===== src/kcp_pkg.sv =====
// shared constants, types and helpers of the covariance predictor
package kcp_pkg;

    localparam int DIM       = 15;
    localparam int FRAC_BITS = 16;
    localparam int DW        = 32;
    localparam int CELLS     = DIM * DIM;
    localparam int AW        = (CELLS > 1) ? $clog2(CELLS) : 1;
    localparam int IW        = (DIM > 1) ? $clog2(DIM) + 1 : 1;
    localparam int ACC_W     = 2 * DW + $clog2(DIM) + 1;

    localparam logic signed [DW-1:0] SAT_MAX = {1'b0, {(DW-1){1'b1}}};
    localparam logic signed [DW-1:0] SAT_MIN = {1'b1, {(DW-1){1'b0}}};

    typedef enum logic [2:0] {
        FUNC_WR_P = 3'd0,
        FUNC_WR_F = 3'd1,
        FUNC_WR_Q = 3'd2,
        FUNC_COMP = 3'd3,
        FUNC_RD_P = 3'd4
    } func_t;

    localparam logic KIND_DONE = 1'b0;
    localparam logic KIND_READ = 1'b1;

    typedef enum logic [3:0] {
        ST_IDLE,
        ST_P1,
        ST_D1,
        ST_P2,
        ST_D2,
        ST_S0,
        ST_S1,
        ST_S2,
        ST_RDW,
        ST_OUT
    } state_t;

    typedef struct packed {
        logic          valid;
        logic          first;
        logic          last;
        logic          phase2;
        logic [AW-1:0] addr;
    } mac_ctl_t;

    typedef struct packed {
        logic                 valid;
        logic                 ovf;
        logic [AW-1:0]        addr;
        logic signed [DW-1:0] data;
    } mac_res_t;

    function automatic logic [AW-1:0] cell_addr(input int r, input int c);
        return AW'(r * DIM + c);
    endfunction

endpackage


===== src/kcp_mac.sv =====
// shared multiply-accumulate unit with scaling, noise add and saturation
module kcp_mac
    import kcp_pkg::*;
(
    input  logic                 aclk,
    input  logic                 aresetn,
    input  mac_ctl_t             ctl_in,
    input  logic signed [DW-1:0] a,
    input  logic signed [DW-1:0] b,
    input  logic signed [DW-1:0] q,
    output mac_res_t             res,
    output logic                 busy
);

    mac_ctl_t                ctl_m_reg, ctl_a_reg;
    logic signed [2*DW-1:0]  prod_reg;
    logic signed [DW-1:0]    q_m_reg, q_a_reg;
    logic signed [ACC_W-1:0] acc_reg, acc_next;
    mac_res_t                res_reg, res_next;

    logic signed [ACC_W-1:0] sh;
    logic                    ovf1, ovf2;
    logic signed [DW-1:0]    m1, m2;
    logic signed [DW:0]      s2;

    always_comb begin
        acc_next = acc_reg;
        if (ctl_m_reg.valid) begin
            if (ctl_m_reg.first) begin
                acc_next = ACC_W'(prod_reg);
            end else begin
                acc_next = acc_reg + ACC_W'(prod_reg);
            end
        end
    end

    always_comb begin
        sh   = acc_reg >>> FRAC_BITS;
        ovf1 = !((&sh[ACC_W-1:DW-1]) || !(|sh[ACC_W-1:DW-1]));
        m1   = ovf1 ? (sh[ACC_W-1] ? SAT_MIN : SAT_MAX) : sh[DW-1:0];
        s2   = {m1[DW-1], m1} + {q_a_reg[DW-1], q_a_reg};
        ovf2 = s2[DW] != s2[DW-1];
        m2   = ovf2 ? (s2[DW] ? SAT_MIN : SAT_MAX) : s2[DW-1:0];
        res_next.valid = ctl_a_reg.valid && ctl_a_reg.last;
        res_next.addr  = ctl_a_reg.addr;
        if (ctl_a_reg.phase2) begin
            res_next.data = m2;
            res_next.ovf  = ovf1 || ovf2;
        end else begin
            res_next.data = m1;
            res_next.ovf  = ovf1;
        end
    end

    always_ff @(posedge aclk) begin
        prod_reg <= a * b;
        q_m_reg  <= q;
        q_a_reg  <= q_m_reg;
        acc_reg  <= acc_next;
        if (!aresetn) begin
            ctl_m_reg <= '0;
            ctl_a_reg <= '0;
            res_reg   <= '0;
        end else begin
            ctl_m_reg <= ctl_in;
            ctl_a_reg <= ctl_m_reg;
            res_reg   <= res_next;
        end
    end

    assign res  = res_reg;
    assign busy = ctl_m_reg.valid || ctl_a_reg.valid || res_reg.valid;

    a_acc_follows_ctl: assert property (@(posedge aclk) disable iff (!aresetn)
        ctl_m_reg.valid |=> ctl_a_reg.valid)
        else $error("accumulate stage lost a word");
    a_res_from_last: assert property (@(posedge aclk) disable iff (!aresetn)
        res_reg.valid |-> $past(ctl_a_reg.valid && ctl_a_reg.last))
        else $error("result without last term");
    a_first_then_acc: assert property (@(posedge aclk) disable iff (!aresetn)
        (ctl_m_reg.valid && ctl_m_reg.first) |=> (acc_reg == $past(ACC_W'(prod_reg))))
        else $error("accumulator not restarted");

endmodule


===== config.mk =====
export PLATFORM = sky130hd
export DESIGN_NAME = kcp_mac
export DESIGN_NICKNAME = d
export VERILOG_FILES = /design/src/kcp_pkg.sv /design/src/kcp_mac.sv
export SDC_FILE = /design/constraint.sdc
export NUM_CORES = 2
export LEC_CHECK = 0
export ABC_AREA = 1
export BUFFER_PORTS_ARGS = -buffer_cell sky130_fd_sc_hd__buf_2
export CAP_MARGIN = 5
export CORE_MARGIN = 3
export CORE_UTILIZATION = 60
export DETAILED_ROUTE_END_ITERATION = 8
export PLACE_DENSITY = 0.77
export SETUP_SLACK_MARGIN = 0.3
export SLEW_MARGIN = 15
export SYNTH_ARGS = -nofsm -noshare
export SYNTH_HDL_FRONTEND = slang
export SYNTH_SLANG_ARGS = --single-unit

===== constraint.sdc =====
create_clock -name aclk -period 8.2 [get_ports aclk]
set_input_delay 0.41 -clock aclk [delete_from_list [all_inputs] [get_ports aclk]]
set_output_delay 0.41 -clock aclk [all_outputs]
set_load 0.005 [all_outputs]

Word level (Yosys, flattened, before mapping)
Index checks and enable logic that the tools add are counted.

Add/sub/neg operators: 2. Multipliers: 1. Eq/ne operators: 1. Muxes and demuxes: 7. Reductions and logical operators: 9.

Operators by type and width (number): 32-bit 2-to-1 mux (5); 69-bit by 64-bit adder with 69-bit output (1); 69-bit 2-to-1 mux (1); 32-bit by 32-bit multiplier with 64-bit output (1); 32-bit by 32-bit adder with 33-bit output (1); 22-bit AND reduction (1); 22-bit OR reduction (1); 1-bit logical OR (4); 1-bit logical NOT (2); 1-bit logical AND (1); 1-bit 2-to-1 mux (1); 1-bit != test (1).

Register bits after elaboration: 262. Input port bits: 110.

Logic depth before layout (Yosys ltp)
Word-level depth: 8. Gate-level depth with buffers: 30. Gate-level depth less buffers: 29.

Worst setup path after synthesis
No wires, ideal clock.

Path type: input -> register. Start point: in a[31]. End point: reg prod_reg[59]. Setup time: 0.113 ns. Data arrival time: 7.118 ns. Data required time: 8.087 ns. Path slack: 0.969 ns. Stages: 25. Path buffers: 1. Cell sequence: clkbuf_1 > nand2_1 > inv_1 > fa_1 > inv_1 > fa_1 > inv_1 > fa_1 > fa_1 > inv_1 > fa_1 > inv_1 > fa_1 > inv_1 > fa_1 > inv_1 > fa_1 > ha_1 > a21oi_1 > a21boi_0 > o21ai_0 > a221oi_1 > nand3_1 > nand2_1 > nand2_1.

Cells in the longest elaborated chain, start to end: 1.

Ends and longest elaborated chain: start: declaration (RTL line kcp_mac.sv:8) `input logic signed [DW-1:0] a,`; 32-bit by 32-bit multiplier with 64-bit output (RTL line kcp_mac.sv:56) `prod_reg <= a * b;`; end signal: assignment (RTL line kcp_mac.sv:56); end: declaration (RTL line kcp_mac.sv:16) `logic signed [2*DW-1:0] prod_reg;`.

No other way between the ends. A chain may end at the register's enable or synchronous reset.

Final worst setup path
Start point: in b[8]. End point: reg prod_reg[58].

Cells in the longest elaborated chain, start to end: 1.

Ends and longest elaborated chain: start: declaration (RTL line kcp_mac.sv:9) `input logic signed [DW-1:0] b,`; 32-bit by 32-bit multiplier with 64-bit output (RTL line kcp_mac.sv:56).

No other way between the ends.

==> results.md <==
- Status: finished clean
- Register area share after synthesis: 11.2%
- Tcrit/Tclk final: 90.7%
- Ports: 153
- Met3 wire len: 14.8 mm
- Routed len/inst: 20.3 µm
- Clk buf depth: 3
- Worst setup path startpoint: b[8]
- Synthesized net count: 8364
- WL met2: 79.9 mm
- Top sig layer: met5
- Leading cell types in the layout, fill and taps excluded: nand2_1, inv_1, fa_1
- Die W: 303 µm
- Endpoints failing setup: 0
- Max-cap violation count: 0
- TritonCTS clock tree: done
- Crit path kind: in -> reg
- Number of distinct library cells after synthesis: 49
- Initial Util: 60.8%
- Reg2reg end: res[2]
- Worst path slowest cell: fa_1
- Layout net count: 8469
- DP Wirelength: 141 mm
- Worst Setup EP: prod_reg[58]
- Die area: 92100 µm²
- WP data required: 8680 ps
- Async SR Flop Fraction: 0%
- Clock Latency Late Sink: 600 ps
- Clk sink count: 262
- Fraction of layout cells with a size suffix above 1: 5.58%
- Initial antenna violation count: 2
- Post-Synthesis Cells: 6886
- Area growth from synthesis to layout: 6.49%
- Die Y: 303 µm
- Tot GR Track Use: 37.1%
- Largest net degree at the start of global routing: 72
- Max reg flops: 69
- Avg Cell Area, Syn: 7.71 µm²
- Post-route minimum period: 7440 ps
- Critical Path AT: 7920 ps
- Clock-pin transition on the worst setup and hold timing paths: 60 ps
- Hold Path Class: in -> reg
- Max-slew violations: 0
- Yosys warning total: 0
- Worst path most repeated cell: fa_1
- Worst slew pin tran: 1160 ps
- CTS buffer count: 27
- DR vias/cell: 5.44
- DRC: 0
- Via count: 44429
- Non-Filler Instances: 8169
- Post-DRT Antenna Nets: 0
- R2R depth: 22
- 1st-iter DRT viols: 3433
- Total wire length: 166 mm
- Gp weighted congestion: 1.04
- CP Launch Type: primary input
- Post-synth top flop: dfxtp_1
- Endpoint class of the critical path: register
- Overflow left after global routing: 0
- Worst reg2reg setup slack: 2770 ps
- RR Startpoint: acc_reg[68]
- Synth Register Bits: 262
- Setup Skew: 46.1 ps
- Cell Count Post-Placement: 8078
- Worst stage delay on the critical path: 790 ps
- Max-slew headroom: 22.2%
- Final Hold Viols: 0
- Setup TNS: 0 ps
- Core footprint: 87300 µm²
- DRT Pass-1 Iters: 6
- Fmax: 134 MHz
- Num rows: 108
- I/O Buffers: 152
- Met1 wire length: 62.1 mm
- Commonest non-fill, non-tap cell in the layout: nand2_1
- H-Tree Depth: 1
- RSZ-0062 raised after global routing: false
- Crit-path max FO: 22
- Vias in the first global route: 47013
- Count of flip-flops with a built-in enable after synthesis: 69
- Clock root buffer: clkbuf_16
- CP Cell Sequence: buf_2 > nand2_1 > fa_1 > fa_1 > fa_1 > inv_1 > fa_1 > fa_1 > fa_1 > inv_1 > fa_1 > inv_1 > fa_1 > ha_1 > nand2_1 > nor2_1 > nand2_1 > nor2_1 > o21ai_0 > nand4_1 > nand2_1
- First-pass GRT wire length: 261 mm
- Syn Std Cell Area: 53100 µm²
## cells by family (layout without fill, tap and decap cells)
kind of cell	count (synthesis)	in the layout	share of synthesized area, %
compound gates	533	533	5.68
simple gates	2598	2598	19.6
xor+xnor	92	92	1.52
buf+inv	2033	2159	14.4
flops	262	262	11.2
fa+ha+maj	1368	1368	47.6
other cells	0	2	0
## critical path, delay by kind of cell
kind	cells	cell delay [ps]
buf+inv	4	980
compound gates	1	300
fa+ha+maj	9	4820
simple gates	7	1390
## cell type report
class                      instances  area (µm²)
clock buffer                      40         796
multi-input combinational       4591       39500
sequential                       262        5940
tap                             1155        1450
fill                            7608       30800
inverter                        1804        6770
antenna                            2        5.00
timing repair buffer             305        2020
clock inverter                    10        70.1
## Yosys cell counts (all sizes together), types with 2 or more instances
cell type / count / area share (%)
nor3: 30 / 0.30
dfxtp: 193 / 7.3
a31oi: 13 / 0.15
clkbuf: 215 / 1.5
inv: 1804 / 13
nor4: 12 / 0.17
a211oi: 2 / 0.028
o21bai: 32 / 0.46
fa: 1084 / 41
o21a: 5 / 0.071
a21oi: 264 / 2.7
or2: 35 / 0.41
o211ai: 7 / 0.099
nand3b: 20 / 0.28
buf: 14 / 0.17
ha: 284 / 6.7
o21ai: 174 / 1.6
nand4: 42 / 0.49
nor2: 372 / 2.7
nand2: 1911 / 14
xnor2: 25 / 0.41
and2: 5 / 0.059
nand3: 168 / 1.6
edfxtp: 69 / 3.9
xor2: 67 / 1.1
a21o: 18 / 0.25
o31ai: 5 / 0.071
a221oi: 2 / 0.033
a21boi: 9 / 0.13
## what timing repair did
action,CTS,global route
setup buffers,0,0
hold buffers,39,0
setup endpoints to repair,0,0
endpoints found under the hold margin,39,0
resized for setup,0,0
## metrics by stage
| stage | hold slack [ps] | setup slack (ps) | util [%] | area, µm² |
|---|---|---|---|---|
| after floorplan | 310 | 969 | - | 53100 |
| after global placement | 311 | 269 | 63.3 | 55300 |
| after detailed placement | 312 | 255 | 63.3 | 55300 |
| after CTS | 0.192 | 855 | 64.8 | 56500 |
| after global routing | 24.4 | 539 | 64.8 | 56500 |
| final | 14.7 | 763 | 64.8 | 56500 |
## routing by layer
metal	track usage (%)	vias up
met4	17.0	2
met2	63.6	2119
li1	-	20211
met5	0	-
met1	46.3	21606
met3	5.78	491
## worst min-delay path by stage
stage / startpoint / endpoint / slack (ps) / cells after the start
final: ctl_in[5] / ctl_m_reg[5] / 10 / 3
after global routing: ctl_in[5] / ctl_m_reg[5] / 20 / 3
after CTS: ctl_in[0] / ctl_m_reg[0] / 0.2 / 3
after detailed placement: q_m_reg[21] / q_a_reg[21] / 310 / 0
after global placement: q_m_reg[14] / q_a_reg[14] / 310 / 0
after floorplan: q_m_reg[0] / q_a_reg[0] / 310 / 0
Power is not shown: default switching activity piles up to over one toggle a cycle in this logic, so the estimate is an artifact.
